File: config.mk
export PLATFORM = sky130hd
export DESIGN_NAME = websocket_frame_masker
export DESIGN_NICKNAME = d
export VERILOG_FILES = /design/src/sv/wsfm_pkg.sv /design/src/sv/websocket_frame_masker.sv /design/src/sv/wsfm_front.sv /design/src/sv/wsfm_queue.sv /design/src/sv/wsfm_back.sv
export SDC_FILE = /design/constraint.sdc
export NUM_CORES = 1
export LEC_CHECK = 0
export BUFFER_PORTS_ARGS = -buffer_cell sky130_fd_sc_hd__buf_4
export CELL_PAD_IN_SITES_DETAIL_PLACEMENT = 0
export CELL_PAD_IN_SITES_GLOBAL_PLACEMENT = 1
export CORE_MARGIN = 3
export CORE_UTILIZATION = 53
export CTS_BUF_LIST = sky130_fd_sc_hd__clkbuf_4 sky130_fd_sc_hd__clkbuf_8
export DETAILED_ROUTE_END_ITERATION = 10
export GPL_TIMING_DRIVEN = 0
export MAX_ROUTING_LAYER = met4
export PLACE_DENSITY = 0.89
export SYNTH_ARGS = -nofsm -noshare
export SYNTH_HDL_FRONTEND = slang
export SYNTH_SLANG_ARGS = --single-unit
File: constraint.sdc
create_clock -name clk -period 5.4 [get_ports clk]
set_input_delay 1.08 -clock clk [delete_from_list [all_inputs] [get_ports clk]]
set_output_delay 1.08 -clock clk [all_outputs]
set_load 0.01 [all_outputs]
File: src/sv/wsfm_pkg.sv
// Package for the masked WebSocket frame encoder.
// Holds the request types, job encoding and header constants.
// No dependencies.
`timescale 1ns / 1ps
`default_nettype none

package wsfm_pkg;

  localparam int KEY_W      = 32;
  localparam int OPCODE_W   = 4;
  localparam int LEN_W      = 16;
  localparam int BYTE_W     = 8;
  localparam int STEP_W     = 3;

  localparam logic [BYTE_W-1:0] FIN_BIT       = 8'd128;
  localparam logic [BYTE_W-1:0] MASK_BIT      = 8'd128;
  localparam logic [BYTE_W-1:0] EXT_LEN_CODE  = 8'd126;
  localparam logic [LEN_W-1:0]  SHORT_LEN_MAX = 16'd125;

  localparam logic [KEY_W-1:0]    KEY_RESET    = 32'h1323471F;
  localparam logic [OPCODE_W-1:0] OPCODE_RESET = 4'd1;

  localparam logic [STEP_W-1:0] SHORT_LAST_STEP = 3'd5;
  localparam logic [STEP_W-1:0] LONG_LAST_STEP  = 3'd7;

  typedef enum logic {
    CMD_START   = 1'b0,
    CMD_PAYLOAD = 1'b1
  } cmd_t;

  typedef enum logic {
    REG_MASK_KEY     = 1'b0,
    REG_FRAME_OPCODE = 1'b1
  } reg_index_t;

  typedef enum logic [1:0] {
    JOB_START  = 2'd0,
    JOB_DATA   = 2'd1,
    JOB_MISUSE = 2'd2
  } job_kind_t;

  typedef struct packed {
    job_kind_t            kind;
    logic [BYTE_W-1:0]    data;
    logic                 eof;
    logic [LEN_W-1:0]     len;
    logic [OPCODE_W-1:0]  opcode;
    logic [KEY_W-1:0]     key;
  } job_t;

  function automatic logic [BYTE_W-1:0] key_byte(input logic [KEY_W-1:0] key,
                                                 input logic [1:0] pos);
    logic [BYTE_W-1:0] b;
    case (pos)
      2'd0: b = key[31:24];
      2'd1: b = key[23:16];
      2'd2: b = key[15:8];
      default: b = key[7:0];
    endcase
    return b;
  endfunction

endpackage

`default_nettype wire

File: src/sv/websocket_frame_masker.sv
// Masked WebSocket client frame encoder, top level.
// A request is written into the job queue and then into the result register before its first result byte.
// Throughput: one result byte per cycle while results are popped; payload requests one
// per cycle while the queue is not full; a start request occupies the back end for one step per header byte.
// Reset (rst, synchronous): no frame open, queue and result register empty,
// key 0x1323471F and opcode 1.
`timescale 1ns / 1ps
`default_nettype none

module websocket_frame_masker import wsfm_pkg::*; #(
  parameter int QUEUE_DEPTH = 4
) (
  input  wire logic                clk,
  input  wire logic                rst,
  input  wire logic                cfg_write,
  input  wire logic                cfg_index,
  input  wire logic [KEY_W-1:0]    cfg_data,
  input  wire logic                push,
  output logic                     full,
  input  wire logic                command,
  input  wire logic [LEN_W-1:0]    message_length,
  input  wire logic [BYTE_W-1:0]   data_byte,
  output logic                     empty,
  input  wire logic                pop,
  output logic [BYTE_W-1:0]        out_byte,
  output logic                     end_of_run,
  output logic                     end_of_frame,
  output logic                     misuse_flag
);

  logic [KEY_W-1:0]    mask_key;
  logic [OPCODE_W-1:0] frame_opcode;
  logic                job_push;
  job_t                job;
  job_t                head;
  logic                q_full;
  logic                q_empty;
  logic                q_pop;

  always_ff @(posedge clk) begin
    if (rst) begin
      mask_key     <= KEY_RESET;
      frame_opcode <= OPCODE_RESET;
    end else if (cfg_write) begin
      case (reg_index_t'(cfg_index))
        REG_MASK_KEY:     mask_key     <= cfg_data;
        REG_FRAME_OPCODE: frame_opcode <= cfg_data[OPCODE_W-1:0];
        default: ;
      endcase
    end
  end

  assign full = q_full;

  wsfm_front u_front (
    .clk            (clk),
    .rst            (rst),
    .push           (push),
    .command        (command),
    .message_length (message_length),
    .data_byte      (data_byte),
    .mask_key       (mask_key),
    .frame_opcode   (frame_opcode),
    .q_full         (q_full),
    .job_push       (job_push),
    .job            (job)
  );

  wsfm_queue #(
    .DEPTH (QUEUE_DEPTH)
  ) u_queue (
    .clk     (clk),
    .rst     (rst),
    .wr      (job_push),
    .wr_job  (job),
    .full    (q_full),
    .rd      (q_pop),
    .head    (head),
    .q_empty (q_empty)
  );

  wsfm_back u_back (
    .clk          (clk),
    .rst          (rst),
    .head         (head),
    .q_empty      (q_empty),
    .q_pop        (q_pop),
    .pop          (pop),
    .empty        (empty),
    .out_byte     (out_byte),
    .end_of_run   (end_of_run),
    .end_of_frame (end_of_frame),
    .misuse_flag  (misuse_flag)
  );

endmodule

`default_nettype wire

File: src/sv/wsfm_front.sv
// Front end: accepts requests, tracks frame state and masks payload bytes.
// Emits one job per accepted request into the job queue. Depends on wsfm_pkg.
`timescale 1ns / 1ps
`default_nettype none

module wsfm_front import wsfm_pkg::*; (
  input  wire logic                clk,
  input  wire logic                rst,
  input  wire logic                push,
  input  wire logic                command,
  input  wire logic [LEN_W-1:0]    message_length,
  input  wire logic [BYTE_W-1:0]   data_byte,
  input  wire logic [KEY_W-1:0]    mask_key,
  input  wire logic [OPCODE_W-1:0] frame_opcode,
  input  wire logic                q_full,
  output logic                     job_push,
  output job_t                     job
);

  logic [LEN_W-1:0] bytes_remaining, bytes_remaining_next;
  logic [1:0]       key_position, key_position_next;
  logic             frame_open, frame_open_next;
  logic             accept;

  assign accept   = push && !q_full;
  assign job_push = accept;

  always_comb begin
    bytes_remaining_next = bytes_remaining;
    key_position_next    = key_position;
    frame_open_next      = frame_open;
    job.kind   = JOB_MISUSE;
    job.data   = '0;
    job.eof    = 1'b0;
    job.len    = message_length;
    job.opcode = frame_opcode;
    job.key    = mask_key;
    if (cmd_t'(command) == CMD_START) begin
      job.kind             = JOB_START;
      bytes_remaining_next = message_length;
      key_position_next    = 2'd0;
      frame_open_next      = (message_length != '0);
    end else if (frame_open) begin
      job.kind             = JOB_DATA;
      job.data             = data_byte ^ key_byte(mask_key, key_position);
      bytes_remaining_next = bytes_remaining - LEN_W'(1);
      key_position_next    = key_position + 2'd1;
      job.eof              = (bytes_remaining == LEN_W'(1));
      frame_open_next      = (bytes_remaining != LEN_W'(1));
    end
  end

  always_ff @(posedge clk) begin
    if (rst) begin
      bytes_remaining <= '0;
      key_position    <= '0;
      frame_open      <= 1'b0;
    end else if (accept) begin
      bytes_remaining <= bytes_remaining_next;
      key_position    <= key_position_next;
      frame_open      <= frame_open_next;
    end
  end

`ifndef SYNTHESIS
  a_open_has_bytes: assert property (@(posedge clk) disable iff (rst)
    frame_open |-> bytes_remaining != '0)
    else $error("frame open with no bytes remaining");
`endif

endmodule

`default_nettype wire

File: src/sv/wsfm_queue.sv
// Short job queue between front and back ends.
// Register-based, first word visible at the head. Depends on wsfm_pkg.
`timescale 1ns / 1ps
`default_nettype none

module wsfm_queue import wsfm_pkg::*; #(
  parameter int DEPTH = 4
) (
  input  wire logic clk,
  input  wire logic rst,
  input  wire logic wr,
  input  job_t      wr_job,
  output logic      full,
  input  wire logic rd,
  output job_t      head,
  output logic      q_empty
);

  localparam int PTR_W = (DEPTH > 1) ? $clog2(DEPTH) : 1;
  localparam int CNT_W = $clog2(DEPTH + 1);
  localparam logic [PTR_W-1:0] LAST_PTR = PTR_W'(DEPTH - 1);
  localparam logic [CNT_W-1:0] FULL_CNT = CNT_W'(DEPTH);

  job_t             mem [DEPTH];
  logic [PTR_W-1:0] wr_ptr, rd_ptr;
  logic [CNT_W-1:0] count;
  logic             do_wr, do_rd;

  assign full    = (count == FULL_CNT);
  assign q_empty = (count == '0);
  assign do_wr   = wr && !full;
  assign do_rd   = rd && !q_empty;
  assign head    = mem[rd_ptr];

  always_ff @(posedge clk) begin
    if (do_wr) begin
      mem[wr_ptr] <= wr_job;
    end
  end

  always_ff @(posedge clk) begin
    if (rst) begin
      wr_ptr <= '0;
      rd_ptr <= '0;
      count  <= '0;
    end else begin
      if (do_wr) begin
        wr_ptr <= (wr_ptr == LAST_PTR) ? '0 : wr_ptr + PTR_W'(1);
      end
      if (do_rd) begin
        rd_ptr <= (rd_ptr == LAST_PTR) ? '0 : rd_ptr + PTR_W'(1);
      end
      case ({do_wr, do_rd})
        2'b10:   count <= count + CNT_W'(1);
        2'b01:   count <= count - CNT_W'(1);
        default: count <= count;
      endcase
    end
  end

`ifndef SYNTHESIS
  a_count_bound: assert property (@(posedge clk) disable iff (rst)
    count <= FULL_CNT)
    else $error("queue count beyond depth");
  a_no_read_empty: assert property (@(posedge clk) disable iff (rst)
    rd |-> !q_empty)
    else $error("read from empty queue");
`endif

endmodule

`default_nettype wire

File: src/sv/wsfm_back.sv
// Back end: expands jobs into frame bytes and holds the result register.
// Start jobs take six or eight steps, other jobs one. Depends on wsfm_pkg.
`timescale 1ns / 1ps
`default_nettype none

module wsfm_back import wsfm_pkg::*; (
  input  wire logic         clk,
  input  wire logic         rst,
  input  job_t              head,
  input  wire logic         q_empty,
  output logic              q_pop,
  input  wire logic         pop,
  output logic              empty,
  output logic [BYTE_W-1:0] out_byte,
  output logic              end_of_run,
  output logic              end_of_frame,
  output logic              misuse_flag
);

  logic [STEP_W-1:0] step;
  logic              out_valid;
  logic              out_free;
  logic              is_short;
  logic [STEP_W-1:0] last_step;
  logic [STEP_W-1:0] key_step;
  logic [BYTE_W-1:0] cur_byte;
  logic              cur_last;
  logic              cur_eof;
  logic              cur_mis;

  assign out_free  = !out_valid || pop;
  assign empty     = !out_valid;
  assign is_short  = (head.len <= SHORT_LEN_MAX);
  assign last_step = is_short ? SHORT_LAST_STEP : LONG_LAST_STEP;
  assign key_step  = is_short ? step - STEP_W'(2) : step - STEP_W'(4);

  always_comb begin
    cur_byte = '0;
    cur_last = 1'b1;
    cur_eof  = 1'b0;
    cur_mis  = 1'b0;
    case (head.kind)
      JOB_START: begin
        cur_last = (step == last_step);
        cur_eof  = cur_last && (head.len == '0);
        if (step == 3'd0) begin
          cur_byte = FIN_BIT | {4'd0, head.opcode};
        end else if (step == 3'd1) begin
          cur_byte = is_short ? (MASK_BIT | head.len[BYTE_W-1:0]) : (MASK_BIT | EXT_LEN_CODE);
        end else if (!is_short && step == 3'd2) begin
          cur_byte = head.len[15:8];
        end else if (!is_short && step == 3'd3) begin
          cur_byte = head.len[7:0];
        end else begin
          cur_byte = key_byte(head.key, key_step[1:0]);
        end
      end
      JOB_DATA: begin
        cur_byte = head.data;
        cur_eof  = head.eof;
      end
      default: begin
        cur_mis = 1'b1;
      end
    endcase
  end

  assign q_pop = out_free && !q_empty && cur_last;

  always_ff @(posedge clk) begin
    if (rst) begin
      out_valid <= 1'b0;
      step      <= '0;
    end else if (out_free) begin
      out_valid <= !q_empty;
      if (!q_empty) begin
        step <= cur_last ? '0 : step + STEP_W'(1);
      end
    end
  end

  always_ff @(posedge clk) begin
    if (out_free && !q_empty) begin
      out_byte     <= cur_byte;
      end_of_run   <= cur_last;
      end_of_frame <= cur_eof;
      misuse_flag  <= cur_mis;
    end
  end

`ifndef SYNTHESIS
  a_hold_result: assert property (@(posedge clk) disable iff (rst)
    out_valid && !pop |=> out_valid && $stable(out_byte))
    else $error("waiting result lost or changed");
`endif

endmodule

`default_nettype wire
==> results of run 1 <==
==> through the flow <==
stage / util / cell area [sq um] / worst slack [ns] / instances
CTS: 0.629 / 15900 / 0.553 / 1420
detailed placement: 0.584 / 14700 / 0.571 / 1323
floorplan: - / 13700 / 1.53 / 915
global placement: 0.579 / 14600 / 0.664 / 1319
finish: 0.629 / 15900 / 0.576 / 1420
global route: 0.629 / 15900 / 0.338 / 1420
==> path summary, 6_finish.rpt <==
kind                   endpoint             from
max            u_queue.count[2]        flip-flop
min          u_queue.mem[1][34]  frame_opcode[2]
max reg2reg    u_queue.count[2]        flip-flop
min reg2reg  u_queue.mem[1][34]  frame_opcode[2]
==> metal layers <==
| layer | share of wire | track usage | up-vias | wire (um) |
|---|---|---|---|---|
| li1 | - | - | 3819 | - |
| met1 | 0.39 | 0.323 | 4235 | 12700 |
| met2 | 0.49 | 0.377 | 466 | 15700 |
| met3 | 0.091 | 0.0439 | 77 | 2950 |
| met4 | 0.027 | 0.0667 | 0 | 877 |
| met5 | 0 | - | - | 0 |
==> cell type report <==
type                       count  area (sq um)
fill                        1834          9370
multi-input combinational    516          4130
clock inverter                15           138
buffer                        49           208
tap                          330           413
sequential                   331          9260
clock buffer                  82          1000
timing repair buffer          78           658
inverter                      19          71.3
==> cell families after synthesis <==
kind of cell               synth area share
xor gates and xnor gates            0.00641
and+or+nand+nor                      0.0849
muxes                                 0.121
AOI/OAI and AO/OA                    0.0727
buffers and inverters                0.0204
DFF                                   0.678
adders and majority gates            0.0170
==> power breakdown <==
group          internal, mW  leakage (nW)  switching [mW]
clock network          1.28         0.605           0.947
registers              3.09          2.97           0.122
logic                 0.772          1.89            1.03
==> Yosys cell counts, drive strengths merged (9+ instances only) <==
cell type / count / area [sq um]
mux4: 63 / 1430
ha: 17 / 213
buf: 14 / 76.3
inv: 18 / 67.6
nand3: 14 / 70.1
o21ai: 34 / 170
a211oi: 9 / 67.6
a21oi: 47 / 239
nand2: 127 / 477
mux2i: 13 / 130
clkbuf: 35 / 131
nand3b: 18 / 135
nor2: 45 / 169
edfxtp: 263 / 7900
dfxtp: 68 / 1360
==> registers in the layout (all words and copies together) (netlist names), named ones only <==
register,count
frame_opcode,4
u_back.misuse_flag,1
u_back.end_of_run,1
u_front.key_position,2
u_back.out_byte,8
u_back.end_of_frame,1
u_queue.count,3
u_queue.rd_ptr,2
u_back.step,3
u_queue.wr_ptr,2
u_queue.mem,252
u_front.bytes_remaining,16
mask_key,32
u_front.frame_open,1
u_back.out_valid,1
==> flow_metrics.py, run 1 <==
metrics = {
    "cts": {
        "root_buffer": "clkbuf_8",
        "clkLatencyLatePin_ns": 0.58,
        "postCtsSetupBuffers": 0,
        "cts_max_path_buffers": 3,
        "cts_tree": "built",
        "hold_buffers": 0,
        "cts_made_buffers": 52,
        "clk_pin_slew_ns": 0.06,
        "cts_resized": 0,
        "cts.sinks": 331,
        "htree_levels": 2,
    },
    "worst_setup_path": {
        "cp_cell_sequence": "clkbuf_1, buf_1, mux4_2, or2_2, or3_4, o211a_1, buf_2, o22ai_2, ha_1, inv_1, fa_1, xor2_1, or3_1, a21oi_1",
        "cp_slowest_stage_delay_ns": 0.54,
        "critPathArrivalTime_ns": 5.32,
        "reg2reg_setup_slack_ns": 0.58,
        "critical_path_buf_inv_count": 4,
        "r2r_cells": 14,
        "startpoint_type": "flip-flop",
        "critical_path.top_delay_family": "buffers and inverters",
        "cp_max_fo": 10,
        "cp_slowest_cell": "buf_1",
        "crit_cells": 14,
        "critPathKind": "reg -> reg",
        "critPathCaptureType": "flip-flop",
        "cp.required_ns": 5.89,
    },
    "global_routing": {
        "grt_max_degree": 49,
        "grt_pass1_wl_um": 49500,
        "grt_usage": 0.238,
        "grt_pass1_vias": 8483,
        "grt_overflow": 0,
        "antenna_found_initial": 0,
    },
    "power": {
        "finalPower_mw": 7.24,
        "vdd_ir_drop_max_mv": 0.236,
        "power-per-cell-area_nw_per_um2": 456,
        "leakage_nw": 5.47,
    },
    "sta": {
        "max_freq_ghz": 0.207,
        "hold_viol": 0,
        "hold_slack_ns": 0.483,
        "period_minus_slack_ns": 4.82,
        "rsz0062_at_grt": "no",
        "maxSlewViolCount": 0,
        "period_share": 0.893,
        "setup_viol": 0,
        "skew_ns": 0.0240,
        "tightest_slew_ns": 1.03,
        "slew_headroom": 0.316,
        "tns_ns": 0,
    },
    "synth": {
        "synthFlopType": "edfxtp_1",
        "async_reset_ff_frac": 0,
        "synth_edf_count": 263,
        "synth_nets": 996,
        "avgSynthCellArea_sq_um": 14.9,
        "yosysSeqAreaShare": 0.678,
        "ys_types": 66,
        "ys_seq_elements": 331,
        "yosysWarnings": 0,
        "synthCells": 915,
        "netlist_area_sq_um": 13700,
    },
    "placement": {
        "gp_congestion": 0.905,
        "dpl.hpwl_um": 21800,
        "portBuffers": 74,
    },
    "hold_path": {
        "min_path_cells": 0,
        "hold_class": "reg -> reg",
    },
    "finish": {
        "nets": 1128,
        "antenna_cells": 0,
        "mostFrequentLayoutCells": "edfxtp_1 (263), nand2_1 (127), buf_4 (75), dfxtp_1 (68), clkbuf_8 (62)",
        "final_common_cell": "edfxtp_1",
        "syn_to_final_growth_pct": 16.3,
        "drive_gt1_frac": 0.234,
    },
    "routing": {
        "drt-pass1-iter-count": 5,
        "drt_iter0_markers": 1057,
        "drc": 0,
        "wl_per_cell_um": 22.7,
        "viasPerCell": 6.05,
        "route.vias.total": 8597,
        "drtAntennaViolNets": 0,
        "wirelength_um": 32300,
    },
    "flow_run": {
        "maxCapViolCount": 0,
    },
    "floorplanning": {
        "die_w_um": 167,
        "core_area_sq_um": 25300,
        "die_area_sq_um": 27700,
        "io-pin-count": 76,
        "rows": 58,
        "start_util": 0.541,
        "dieHeight_um": 167,
    },
    "status": {
        "status": "complete, no violations",
    },
}
Power figures use the tool's default switching activity.
==> run 2, diff against run 1 <==
--- a/config.mk
+++ b/config.mk
@@ -5,11 +5,12 @@
 export SDC_FILE = /design/constraint.sdc
 export NUM_CORES = 1
 export LEC_CHECK = 0
+export ABC_AREA = 1
 export BUFFER_PORTS_ARGS = -buffer_cell sky130_fd_sc_hd__buf_4
 export CELL_PAD_IN_SITES_DETAIL_PLACEMENT = 0
 export CELL_PAD_IN_SITES_GLOBAL_PLACEMENT = 1
 export CORE_MARGIN = 3
-export CORE_UTILIZATION = 53
+export CORE_UTILIZATION = 50
 export CTS_BUF_LIST = sky130_fd_sc_hd__clkbuf_4 sky130_fd_sc_hd__clkbuf_8
 export DETAILED_ROUTE_END_ITERATION = 10
 export GPL_TIMING_DRIVEN = 0
==> flow_metrics.py, run 2 <==
metrics = {
    "synth": {
        "synth_top_area_cell": "edfxtp_1",
        "synthMostInstantiatedCell": "edfxtp_1",
        "synth_nets": 1407,
        "synthFlopType": "edfxtp_1",
        "ys_seq_elements": 331,
        "netlist_area_sq_um": 14000,
        "synth_common_cells": "edfxtp_1 (263), nand2_1 (251), nor2_1 (181)",
        "synth_top_area_share": 0.563,
        "ys_types": 46,
        "synth_edf_count": 263,
        "synthTopCellsByArea": "edfxtp_1 (56%), dfxtp_1 (9.7%), nand2_1 (6.7%), o21ai_0 (5.4%), nor2_1 (4.8%)",
        "yosysWarnings": 0,
        "synthCells": 1326,
        "yosysSeqAreaShare": 0.661,
        "async_reset_ff_frac": 0,
        "avgSynthCellArea_sq_um": 10.6,
    },
    "routing": {
        "drc": 0,
        "wirelength_um": 36200,
        "drtAntennaViolNets": 0,
        "viasPerCell": 5.56,
        "wl_per_cell_um": 19.3,
        "drt_iter0_markers": 1230,
        "route.vias.total": 10400,
        "drt-pass1-iter-count": 6,
    },
    "finish": {
        "antenna_cells": 0,
        "regMostFlops": "u_queue.mem",
        "final_common_cell": "edfxtp_1",
        "mostFrequentLayoutCells": "edfxtp_1 (263), nand2_1 (251), nor2_1 (177), o21ai_0 (152)",
        "nFillCells": 2220,
        "largest_register_ffs": 252,
        "nets": 1545,
        "largestRegisters": "u_queue.mem: 252 flops, mask_key: 32 flops, u_front.bytes_remaining: 16 flops",
        "syn_to_final_growth_pct": 16.5,
        "finalInstanceArea_sq_um": 16300,
        "finalNonFillerCells": 1877,
        "drive_gt1_frac": 0.142,
    },
    "power": {
        "vdd_ir_drop_max_mv": 0.228,
        "finalPower_mw": 7.74,
        "leakage_nw": 6.22,
        "power-per-cell-area_nw_per_um2": 474,
    },
    "worst_setup_path": {
        "critPathKind": "reg -> reg",
        "startpoint_type": "flip-flop",
        "cp_slowest_cell": "fa_1",
        "critPathMostFrequentCell": "nand2_1",
        "critPathArrivalTime_ns": 4.15,
        "cp.required_ns": 5.85,
        "cp_cell_sequence": "inv_2, buf_2, nand3_1, nand2_1, nand2_1, nor2_1, nand2_1, nor2_1, nand3_1, nand2_2, nand2_2, inv_2, nand2_1, nand2_2, inv_2, nor2_4, ha_1, inv_1, fa_1, a21oi_1, o21ai_0, o21ai_0, a21oi_1",
        "cp_max_fo": 10,
        "critPathCaptureType": "flip-flop",
        "cp_slowest_stage_delay_ns": 0.38,
    },
    "floorplanning": {
        "start_util": 0.514,
        "die_area_sq_um": 30100,
        "io-pin-count": 76,
        "dieHeight_um": 173,
        "core_area_sq_um": 27300,
        "die_w_um": 173,
        "rows": 60,
    },
    "cts": {
        "htree_levels": 2,
        "hold_buffers": 0,
        "cts_made_buffers": 51,
        "cts.sinks": 331,
        "clkLatencyLatePin_ns": 0.62,
        "cts_max_path_buffers": 3,
        "postCtsSetupBuffers": 0,
        "cts_resized": 0,
        "root_buffer": "clkbuf_8",
        "cts_tree": "built",
        "clk_pin_slew_ns": 0.06,
    },
    "placement": {
        "dpl.hpwl_um": 24700,
        "placed_area_sq_um": 15300,
        "placed_cells_incl_taps": 1783,
        "portBuffers": 74,
        "gp_congestion": 0.874,
        "pre_cts_ws_ns": 1.75,
    },
    "sta": {
        "maxSlewViolCount": 0,
        "setup_viol": 0,
        "skew_ns": 0.0522,
        "hold_slack_ns": 0.470,
        "hold_viol": 0,
        "worst_slack_ns": 1.71,
        "period_minus_slack_ns": 3.69,
        "period_share": 0.684,
        "max_freq_ghz": 0.271,
        "rsz0062_at_grt": "no",
        "tightest_slew_ns": 0.791,
        "slew_headroom": 0.472,
    },
    "global_routing": {
        "grt_usage": 0.246,
        "antenna_found_initial": 0,
        "grt_overflow": 0,
        "grt_max_degree": 29,
        "grt_pass1_wl_um": 56000,
        "grt_pass1_vias": 9957,
    },
    "hold_path": {
        "hold_class": "reg -> reg",
    },
    "status": {
        "status": "complete, no violations",
    },
    "flow_run": {
        "maxCapViolCount": 0,
    },
}
run 2: cell type report:
| type | instances | area [sq um] | area share |
|---|---|---|---|
| Sequential cell | 331 | 9260 | 0.567 |
| Multi-Input combinational cell | 847 | 4170 | 0.255 |
| Clock buffer | 74 | 881 | 0.0540 |
| Timing Repair Buffer | 85 | 820 | 0.0502 |
| Tap cell | 372 | 465 | 0.0285 |
| Buffer | 70 | 330 | 0.0202 |
| Inverter | 78 | 293 | 0.0179 |
| Clock inverter | 20 | 109 | 0.00667 |
run 2: worst max-delay path: cells and delay by family (launching register included):
kind	cells	cell delay, ns
flip-flops	1	0.33
adder cells (fa/ha/maj)	2	0.56
buffers and inverters	5	0.65
AO/OA/AOI/OAI	4	0.47
AND/OR/NAND/NOR	12	1.58
run 2: path summary, 6_finish.rpt:
check	startpoint	to	slack, ns	cells past startpoint
max reg2reg	flip-flop	u_queue.count[2]	1.71	23
min reg2reg	u_front.bytes_remaining[5]	u_front.bytes_remaining[5]	0.47	2
max	flip-flop	u_queue.count[2]	1.71	23
min	u_front.bytes_remaining[5]	u_front.bytes_remaining[5]	0.47	2
run 2: cell families (layout without fill, tap and decap cells):
family | Yosys count | in the layout | share of synthesized area
xor+xnor | 4 | 4 | 0.00250
fa+ha+maj | 18 | 18 | 0.0166
simple gates | 531 | 531 | 0.155
buf+inv | 148 | 327 | 0.0445
compound gates | 294 | 294 | 0.121
flops | 331 | 331 | 0.661
run 2: metal layers:
metal  share of wire  wire length, um  GRT usage
met1            0.42            15200      0.339
met2            0.47            16900      0.384
met3           0.095             3440     0.0379
met4           0.019              703     0.0659
met5               0                0          -
run 2: stage by stage:
stage | utilization | setup TNS [ns]
5_1_grt | 0.599 | 0
4_1_cts | 0.599 | 0
6_report | 0.599 | 0
2_1_floorplan | - | 0
3_3_place_gp | 0.552 | -411.96
3_5_place_dp | 0.563 | 0
run 2: power by group:
group / internal, mW / switching, mW / leakage [nW]
sequential: 3.09 / 0.111 / 2.97
combinational: 0.789 / 1.72 / 2.72
clock: 1.06 / 0.969 / 0.528
total: 4.94 / 2.80 / 6.22
